### config.mk
export PLATFORM = sky130hd
export DESIGN_NAME = rwzo_ram
export DESIGN_NICKNAME = d
export VERILOG_FILES = /design/src/hw/rtl/rwzo_ram.sv
export SDC_FILE = /design/constraint.sdc
export NUM_CORES = 1
export LEC_CHECK = 0
export BUFFER_PORTS_ARGS = -buffer_cell sky130_fd_sc_hd__buf_2
export CORE_MARGIN = 3
export CORE_UTILIZATION = 60
export DETAILED_ROUTE_END_ITERATION = 16
export GPL_TIMING_DRIVEN = 1
export PLACE_DENSITY = 0.78
export SLEW_MARGIN = 10
export SYNTH_ARGS = -nofsm -noshare
export SYNTH_HDL_FRONTEND = slang
export SYNTH_SLANG_ARGS = --single-unit
### constraint.sdc
create_clock -name clk -period 5.09 [get_ports clk]
set_input_delay 1.018 -clock clk [delete_from_list [all_inputs] [get_ports clk]]
set_output_delay 1.018 -clock clk [all_outputs]
set_load 0.05 [all_outputs]
### src/hw/rtl/rwzo_ram.sv
`default_nettype none

module rwzo_ram #(
  parameter int WIDTH = 8,
  parameter int DEPTH = 16,
  localparam int AW = $clog2(DEPTH)
) (
  input  logic             clk,
  input  logic             we,
  input  logic [AW-1:0]    waddr,
  input  logic [WIDTH-1:0] wdata,
  input  logic             re,
  input  logic [AW-1:0]    raddr,
  output logic [WIDTH-1:0] rdata
);

  logic [WIDTH-1:0] mem_r [DEPTH];
  logic [WIDTH-1:0] rdata_r;

  always_ff @(posedge clk) begin
    if (we) begin
      mem_r[waddr] <= wdata;
    end
    if (re) begin
      rdata_r <= mem_r[raddr];
    end
  end

  assign rdata = rdata_r;

endmodule

`default_nettype wire

==> results of run 1 <==
synthesized netlist by cell type:
cell type        count
nor3_1               4
nand3_1              1
nand3b_1             2
mux4_2              18
nand2_1              9
and2_1               1
or3b_2               1
buf_2                3
clkdlybuf4s25_2      3
and2b_1              1
buf_6                3
mux4_1              14
edfxtp_1           136
a22oi_1             16
nor2b_1              1
buf_4                1
nor2_1              13
nand2b_1             2
power groups by stage:
stage                     Clock [mW]  Sequential (mW)  Combinational [mW]
final                           1.22             1.27               0.127
after detailed placement           0             1.29               0.126
after floorplan                    0             1.31              0.0637
after CTS                       1.23             1.27               0.127
after global routing            1.28             1.27               0.137
after global placement             0             1.29               0.123
critical path, stage by stage:
cell and delay [ns]:
buf_2 0.78, mux4_1 0.69, a22oi_1 0.19, nand2_1 0.12
registers in the layout, summed over array words and instances (netlist names):
register  count
mem_r       128
rdata         8
kinds of logic (layout without fill, tap and decap cells):
kind of cell	after synthesis	after routing	synth area share
DFF	136	136	0.781
and+or+nand+nor	35	35	0.0314
muxes	32	32	0.148
AOI/OAI and AO/OA	16	16	0.0230
buffers and inverters	10	58	0.0165
per-stage QoR:
stage / utilization / worst slack [ns] / instances / hold slack, ns
final: 0.722 / 2.52 / 382 / 0.758
after global placement: 0.650 / 1.96 / 351 / 0.729
after global routing: 0.722 / 2.36 / 382 / 0.774
after floorplan: - / 2.58 / 229 / 0.705
after CTS: 0.721 / 2.51 / 382 / 0.762
after detailed placement: 0.650 / 2.00 / 351 / 0.743
worst paths after layout:
kind	slack [ns]	cells past startpoint	start	end
worst min-delay path	0.76	3	mem_r[11][2]	rdata[2]
worst max register to register	3.61	3	mem_r[1][0]	rdata[0]
worst max-delay path	2.52	4	raddr[0]	rdata[0]
worst min register to register	0.76	3	mem_r[11][2]	rdata[2]
layout by cell type (no fill, tap or decap), types with 2 or more instances in the layout:
cell,synthesis,layout
mux4_1,14,14
nand3b_1,2,2
nor2_1,13,13
clkinv_2,0,5
bufinv_16,0,4
nand2_1,9,9
clkbuf_16,0,16
edfxtp_1,136,136
buf_2,3,26
clkinvlp_4,0,2
mux4_2,18,18
nand2b_1,2,2
a22oi_1,16,16
nor3_2,0,3
routing by layer:
layer / vias to the layer above / track usage / wire length, µm
li1: 1062 / - / -
met1: 1290 / 0.329 / 4200
met2: 128 / 0.331 / 4830
met3: 21 / 0.0870 / 842
met4: 0 / 0.0840 / 181
met5: - / 0 / 0
final cells by class:
cell class / instances / area, µm²
clock buffer: 17 / 414
clock inverter: 14 / 181
fill: 465 / 2320
multi-input combinational: 83 / 1070
sequential: 136 / 4080
tap: 105 / 131
timing repair buffer: 27 / 138
==> reports/metrics.csv, run 1 <==
stage,metric,value,unit
power,Clk pwr share,0.466,
timing,worst slew pin tran,1.08,ns
place,Port-buffer cells,26,
drt,via count,2501,
drt,DRT antenna net count,0,
drt,drt first pass iters,5,
place,dpl cell area,5420,µm²
power,post-layout power,2.61,mW
floorplanning,placement row count,33,
final_layout,fin nets,284,
power,Pwr Density,434,nW/µm²
timing,Fin. Hold Viols,0,
timing,Final Cycle Share,0.505,
floorplanning,Initial Utilization,0.627,
global_routing,GR Overflow Total,0,
cts,CTS H-tree lvls,4,
synth,cells taking the most area after synthesis,"edfxtp_1, mux4_2, mux4_1",
final_layout,final instance area,6020,µm²
cts,CTS tree,built,
final_layout,# diodes,0,
power,Internal,2.09,mW
timing,Max-slew headroom,0.277,
power,combinational power share,0.048,
floorplanning,Die Span Y,99.3,µm
drt,vias per cell,6.55,
timing,Period minus WS final,2.57,ns
setup_path,critical path data required time,5.34,ns
cts,CTS Hold Buffers Added,0,
synth,Yosys cell types,18,
synth,synthesized instance count,229,
synth,sequential share of the synthesized area,0.781,
cts,CTS Buf Count,17,
setup_path,nature of the critical path endpoint,register,
setup_path,CP max FO,32,
drt,final wirelength,10100,µm
synth,"Cell Area, Synth",5230,µm²
cts,CTS Buffer Depth,2,
timing,RSZ-0062 raised after global routing,no,
place,placer congestion estimate,0.699,
synth,leading area contributor after synthesis,edfxtp_1,
power,Sw Ratio,0.199,
global_routing,initial antenna violation count,0,
synth,Synth top area share,0.781,
synth,synthesized area per cell,22.8,µm²
floorplanning,die area,9870,µm²
power,P_sw,0.521,mW
synth,Ys Warns,0,
timing,FMAX,0.389,GHz
floorplanning,Core ar.,8340,µm²
status,status,finished clean,
drt,Remaining DRCs,0,
synth,#FFs+latches synth,136,
drt,drt initial violations,338,
floorplanning,I/O Pins,27,
timing,Setup-failing EPs final,0,
cts,Clock Pin Slew Worst Setup and Hold Paths,0.06,ns
floorplanning,Die W,99.3,µm
timing,final setup TNS,0,ns
synth,Synthesized Nets,248,
place,post-DP HPWL,5890,µm
global_routing,vias in the first global route,2537,
timing,Pins Over Slew Limit,0,
final_layout,layout cells sized above 1,0.285,
setup_path,Crit Path Class,primary input to register,
timing,Worst Skew,0.00460,ns
job,Max Cap Viol,0,
drt,DR WL/cell,26.3,µm
hold_path,Min-Delay Path Class,register to register,
cts,CTS Sinks,136,
cts,CTS resizes,0,
setup_path,CP startpoint kind,primary input,
global_routing,largest net degree at the start of global routing,33,
power,share of total power in sequential cells,0.485,
power,Leak,2.01,nW
setup_path,data arrival time of the critical path,2.82,ns
cts,Post-CTS Setup Bufs,0,
power,Worst VDD drop,0.000254,V
cts,root buf cell,clkbuf_8,
global_routing,first-pass GRT wire length,15600,µm
cts,clock latency on the worst-skew pair,0.51,ns
final_layout,"Area growth, synth to finish",15.2,%
global_routing,Total GRT Usage,0.230,
(Power assumes the default switching activity.)
==> run 2, diff against run 1 <==
- clock period: 5.09 -> 2.4 ns (I/O delays scaled with it)
==> reports/metrics.csv, run 2 (synthesized netlist as in run 1, its figures left out) <==
stage,metric,value,unit,change
setup_path,top cell family by delay on the critical path,flip-flops,,
floorplanning,Die W,99.3,µm,unchanged
timing,Final Cycle Share,0.679,,
setup_path,CP max FO,1,,-97%
timing,Worst Skew,0.00621,ns,+0.00161 ns
timing,Fin. Hold Viols,0,,unchanged
floorplanning,die area,9870,µm²,unchanged
setup_path,critical path data required time,1.92,ns,-3.42 ns
power,combinational power share,0.052,,+0.004
power,Clk pwr share,0.460,,-0.006
setup_path,worst path cell trace,buf_2,,
final_layout,# diodes,0,,unchanged
timing,Pins Over Slew Limit,0,,unchanged
power,Sw Ratio,0.208,,+0.00916
timing,worst slew pin tran,0.678,ns,-0.402 ns
cts,CTS tree,built,,
final_layout,fin nets,303,,+6.7%
place,post-DP HPWL,6070,µm,+3.0%
timing,Period minus WS final,1.63,ns,
cts,root buf cell,clkbuf_8,,
final_layout,max FFs per register,128,,unchanged
setup_path,Crit Path Class,register to primary output,,
drt,met1 WL,4110,µm,-2.2%
global_routing,Total GRT Usage,0.234,,+0.00426
cts,Clock Pin Slew Worst Setup and Hold Paths,0.06,ns,about the same
timing,RSZ-0062 raised after global routing,no,,
timing,Max-slew headroom,0.547,,+0.270
global_routing,first-pass GRT wire length,16000,µm,+2.6%
floorplanning,placement row count,33,,unchanged
place,placer congestion estimate,0.766,,+9.6%
cts,clock latency on the worst-skew pair,0.51,ns,about the same
global_routing,initial antenna violation count,0,,unchanged
floorplanning,Core ar.,8340,µm²,unchanged
drt,final wirelength,10300,µm,+2.3%
status,status,finished clean,,
cts,CTS H-tree lvls,4,,unchanged
setup_path,Worst Setup SP,rdata[0],,
cts,CTS Hold Buffers Added,0,,unchanged
setup_path,Crit path largest cell delay,0.37,ns,-0.41 ns
global_routing,largest net degree at the start of global routing,33,,unchanged
setup_path,Slowest cell on crit path,edfxtp_1,,
timing,FMAX,0.613,GHz,
floorplanning,Initial Utilization,0.627,,unchanged
drt,DR top layer,met4,,
final_layout,"Area growth, synth to finish",18.0,%,
job,Max Cap Viol,0,,unchanged
setup_path,R2R Path Start,mem_r[10][1],,
power,Worst VDD drop,0.000626,V,+150%
drt,Remaining DRCs,0,,unchanged
cts,CTS Sinks,136,,unchanged
cts,CTS resizes,0,,unchanged
drt,Detail Route met3 WL,812,µm,-3.6%
setup_path,data arrival time of the critical path,1.15,ns,-1.67 ns
cts,CTS Buffer Depth,2,,unchanged
final_layout,layout cells sized above 1,0.323,,+0.0380
drt,drt initial violations,284,,-16%
timing,Setup-failing EPs final,0,,unchanged
place,Port-buffer cells,26,,unchanged
drt,DR WL/cell,25.6,µm,-2.8%
final_layout,Fill cells,452,,-2.8%
setup_path,Buf/Inv on CP,1,,unchanged
cts,Post-CTS Setup Bufs,0,,unchanged
power,Internal,4.37,mW,+110%
hold_path,Worst Hold Launch,re,,
global_routing,vias in the first global route,2619,,+3.2%
power,share of total power in sequential cells,0.488,,+0.003
power,Pwr Density,895,nW/µm²,+110%
power,Leak,2.10,nW,+4.4%
global_routing,GR Overflow Total,0,,unchanged
floorplanning,I/O Pins,27,,unchanged
place,Post-Place Worst Slack,0.275,ns,-1.73 ns
drt,DRT antenna net count,0,,unchanged
hold_path,Min-Delay Path Class,primary input to register,,
timing,final worst setup slack,0.769,ns,-1.75 ns
floorplanning,Die Span Y,99.3,µm,unchanged
setup_path,CP startpoint kind,register,,
timing,final setup TNS,0,ns,unchanged
drt,met2 wire length,5140,µm,+6.4%
setup_path,nature of the critical path endpoint,primary output,,
drt,via count,2563,,+2.5%
power,P_sw,1.15,mW,+120%
drt,drt first pass iters,4,,-1
drt,vias per cell,6.38,,-2.6%
final_layout,"commonest cells after routing, fill and taps aside","edfxtp_1, buf_2, mux4_2, buf_4",,
cts,CTS Buf Count,17,,unchanged
final_layout,largest register by flop count,mem_r,,
final_layout,"commonest non-fill, non-tap cell in the layout",edfxtp_1,,
==> run 2: layout make-up <==
cell class	instances	area, µm²	area share
multi-input cells	83	1060	0.171
clock inverters	14	173	0.0280
repair buffers	46	305	0.0495
flip-flops and latches	136	4080	0.662
well taps	105	131	0.0213
clock buffers	18	418	0.0677
==> run 2: stage by stage <==
step / utilization / hold WS [ns] / cell area [µm²] / instances / total power [mW]
CTS: 0.740 / 0.314 / 6170 / 402 / 5.55
global route: 0.740 / 0.323 / 6170 / 402 / 5.69
detailed placement: 0.669 / 0.739 / 5580 / 370 / 3.03
global placement: 0.669 / 0.724 / 5580 / 370 / 3.02
floorplan: - / 0.579 / 5230 / 229 / 2.91
finish: 0.740 / 0.333 / 6170 / 402 / 5.52
==> run 2: power by group through the flow <==
stage          Combinational [mW]  Clock, mW  Sequential [mW]
4_1_cts                     0.290       2.57             2.69
3_5_place_dp                0.286          0             2.74
2_1_floorplan               0.135          0             2.78
5_1_grt                     0.308       2.68             2.69
3_3_place_gp                0.279          0             2.74
6_report                    0.288       2.54             2.69
==> run 2: per-layer routing <==
metal / GRT usage / up-vias
met5: 0 / -
li1: - / 1096
met1: 0.337 / 1328
met2: 0.355 / 123
met4: 0.0998 / 0
met3: 0.0526 / 16
==> run 2: final timing paths <==
| check | endpoint | slack [ns] | cells past startpoint |
|---|---|---|---|
| setup / recovery | rdata[0] | 0.77 | 1 |
| hold / removal | rdata[5] | 0.33 | 1 |
| setup reg to reg | rdata[1] | 0.78 | 3 |
| hold reg to reg | rdata[3] | 0.75 | 3 |
==> run 3, diff against run 2 <==
- ABC_AREA: default -> 1
- CORE_UTILIZATION: 60 -> 55
- PLACE_DENSITY: 0.78 -> 0.75
- clock period: 2.4 -> 1.4 ns (I/O delays scaled with it)
==> reports/metrics.csv, run 3 <==
stage,metric,value,unit,change
floorplanning,Core ar.,10300,µm²,+24%
final_layout,final cell count without fillers,744,,+85%
timing,Setup-failing EPs final,0,,unchanged
drt,final wirelength,13000,µm,+26%
floorplanning,placement row count,37,,+12%
setup_path,Buf/Inv on CP,1,,unchanged
synth,sequential share of the synthesized area,0.698,,-0.0828
drt,drt first pass iters,5,,+1
final_layout,largest register by flop count,mem_r,,
job,Max Cap Viol,0,,unchanged
power,Internal,6.91,mW,+58%
timing,worst hold slack,0.130,ns,-0.204 ns
setup_path,CP max FO,1,,unchanged
timing,Final Cycle Share,0.994,,
cts,CTS Sinks,136,,unchanged
setup_path,top cell family by delay on the critical path,flip-flops,,
timing,Worst Skew,0.0108,ns,+0.00455 ns
cts,clock latency on the worst-skew pair,0.52,ns,about the same
setup_path,Slowest cell on crit path,edfxtp_1,,
setup_path,Crit Path Class,register to primary output,,
synth,most instantiated cells after synthesis,"nand2_1, edfxtp_1, inv_1, nand3_1, nor2_1",,
cts,CTS H-tree lvls,4,,unchanged
global_routing,GR Overflow Total,0,,unchanged
timing,RSZ-0062 raised after global routing,yes,,
synth,most common cell in the netlist,nand2_1,,
setup_path,r2r worst-path depth,6,,+3
global_routing,Total GRT Usage,0.241,,+0.00696
drt,vias per cell,5.23,,-18%
cts,CTS Buffer Depth,2,,unchanged
cts,CTS tree,built,,
final_layout,fin nets,615,,+100%
cts,root buf cell,clkbuf_8,,
hold_path,Hold Path Sink,rdata[2],,
drt,DR WL/cell,17.5,µm,-32%
cts,Clock Pin Slew Worst Setup and Hold Paths,0.06,ns,about the same
status,status,finished clean,,
power,combinational power share,0.072,,+0.020
final_layout,Fill cells,827,,+83%
setup_path,Critical R2R Capture,rdata[1],,
synth,Ys Warns,0,,unchanged
power,share of total power in sequential cells,0.513,,+0.025
synth,Yosys cell types,11,,-7
global_routing,initial antenna violation count,0,,unchanged
power,Sw Ratio,0.232,,+0.0233
timing,Period minus WS final,1.39,ns,
timing,Max-slew headroom,0.608,,+0.0611
floorplanning,Die W,109,µm,+9.8%
power,P_sw,2.09,mW,+81%
synth,synthesized instance count,551,,+140%
setup_path,nature of the critical path endpoint,primary output,,
synth,cells taking the most area after synthesis,"edfxtp_1, nand2_1, nand3_1",,
setup_path,Crit path largest cell delay,0.41,ns,+0.04 ns
synth,"Cell Area, Synth",5850,µm²,+12%
power,Clk pwr share,0.414,,-0.046
place,Post-Place Worst Slack,-0.142,ns,-0.417 ns
drt,Remaining DRCs,0,,unchanged
drt,via count,3894,,+52%
floorplanning,Die Span Y,109,µm,+9.8%
setup_path,data arrival time of the critical path,1.11,ns,-0.04 ns
final_layout,"commonest cells after routing, fill and taps aside","nand2_1, edfxtp_1, inv_1",,
place,Port-buffer cells,26,,unchanged
timing,final worst setup slack,0.00804,ns,-0.761 ns
synth,#FFs+latches synth,136,,unchanged
power,Worst VDD drop,0.000710,V,+13%
hold_path,Min-Delay Path Class,primary input to register,,
timing,Fin. Hold Viols,0,,unchanged
place,post-DP HPWL,8140,µm,+34%
final_layout,layout cells sized above 1,0.132,,-0.192
hold_path,Worst Hold Launch,re,,
synth,fraction of registers with async set/reset,0,,unchanged
final_layout,"Area growth, synth to finish",15.4,%,
cts,CTS Buf Count,17,,unchanged
place,Inst Count DP,713,,+93%
floorplanning,die area,11900,µm²,+21%
floorplanning,Initial Utilization,0.566,,-0.0604
power,Pwr Density,1330,nW/µm²,+49%
floorplanning,I/O Pins,27,,unchanged
setup_path,worst path cell trace,buf_6,,
drt,DRT antenna net count,0,,unchanged
drt,drt initial violations,321,,+13%
final_layout,"commonest non-fill, non-tap cell in the layout",nand2_1,,
place,placer congestion estimate,0.888,,+16%
synth,Synth top area share,0.698,,-0.0828
global_routing,largest net degree at the start of global routing,47,,+42%
final_layout,max FFs per register,128,,unchanged
setup_path,CP startpoint kind,register,,
global_routing,first-pass GRT wire length,20500,µm,+28%
synth,synthesized area per cell,10.6,µm²,-54%
synth,dominant synthesized flop cell,edfxtp_1,,
cts,CTS Hold Buffers Added,0,,unchanged
setup_path,r2r setup slk,0.23,ns,-0.55 ns
setup_path,critical path data required time,1.12,ns,-0.80 ns
synth,Synthesized Nets,570,,+130%
power,Leak,2.92,nW,+39%
timing,worst slew pin tran,0.587,ns,-0.0911 ns
timing,Pins Over Slew Limit,0,,unchanged
hold_path,hold path cells,1,,unchanged
timing,FMAX,0.718,GHz,
global_routing,vias in the first global route,3727,,+42%
setup_path,Crit path depth,1,,unchanged
synth,leading area contributor after synthesis,edfxtp_1,,
setup_path,R2R Path Start,mem_r[5][1],,
synth,number of enable flip-flop cells after synthesis,136,,unchanged
final_layout,# diodes,0,,unchanged
==> run 3: cell types whose count changed after synthesis, sizes merged, moves of 16 or more <==
cell / before / now
inv: 0 / 102
mux4: 32 / 0
a22oi: 16 / 0
nand2: 9 / 173
buf: 7 / 24
nand3: 1 / 97
==> run 3: area by class of cell <==
cell class              instances  area, µm²  share of cell area
flip-flops and latches        136       4080               0.605
multi-input cells             289       1210               0.180
clock buffers                  17        414              0.0614
repair buffers                 50        394              0.0584
inverters                     102        383              0.0568
well taps                     136        170              0.0252
clock inverters                14       86.3              0.0128
==> run 3: kinds of logic after synthesis <==
logic type    count (synthesis)  share of synthesized area
simple gates                289                      0.208
flops                       136                      0.698
buf+inv                     126                     0.0939
==> run 3: power by group through the flow <==
stage          clock, mW  sequential [mW]  combinational (mW)
3_5_place_dp           0             4.70               0.628
6_report            3.73             4.62               0.649
4_1_cts             3.78             4.62               0.651
3_3_place_gp           0             4.70               0.621
2_1_floorplan          0             4.76               0.322
5_1_grt             4.01             4.62               0.712
==> run 3: metrics by stage <==
stage          total power, mW  instance area (µm²)  utilization  setup TNS [ns]
2_1_floorplan             5.08                 5850            -               0
3_3_place_gp              5.32                 6200        0.600          -0.710
3_5_place_dp              5.33                 6200        0.600          -0.784
4_1_cts                   9.05                 6740        0.653         -0.0208
5_1_grt                   9.35                 6750        0.653          -0.148
6_report                  9.00                 6750        0.653               0
==> run 3: worst max-delay path by stage <==
stage | startpoint | end
2_1_floorplan | waddr[2] | mem_r[10][0]
3_3_place_gp | raddr[1] | rdata[5]
3_5_place_dp | raddr[1] | rdata[1]
4_1_cts | rdata[4] | rdata[4]
5_1_grt | rdata[2] | rdata[2]
6_report | rdata[4] | rdata[4]
==> run 3: repair_timing <==
item	CTS	global route
setup buffers	0	0
resized for setup	14	1
setup endpoints to repair	8	7
==> run 3: worst register-to-register path, cell delays in order, from the launching register on <==
cell      delay [ns]
edfxtp_1        0.37
inv_1           0.06
nand2_1         0.04
nand3_1         0.11
nand3_1         0.15
nand3_1         0.14
nand2_1         0.07
==> run 3: layer usage <==
metal,vias up,wire length [µm],global-route usage
met2,154,6260,0.374
met4,0,225,0.0884
met1,1854,5580,0.333
li1,1870,-,-
met3,16,936,0.0604
met5,-,0,0
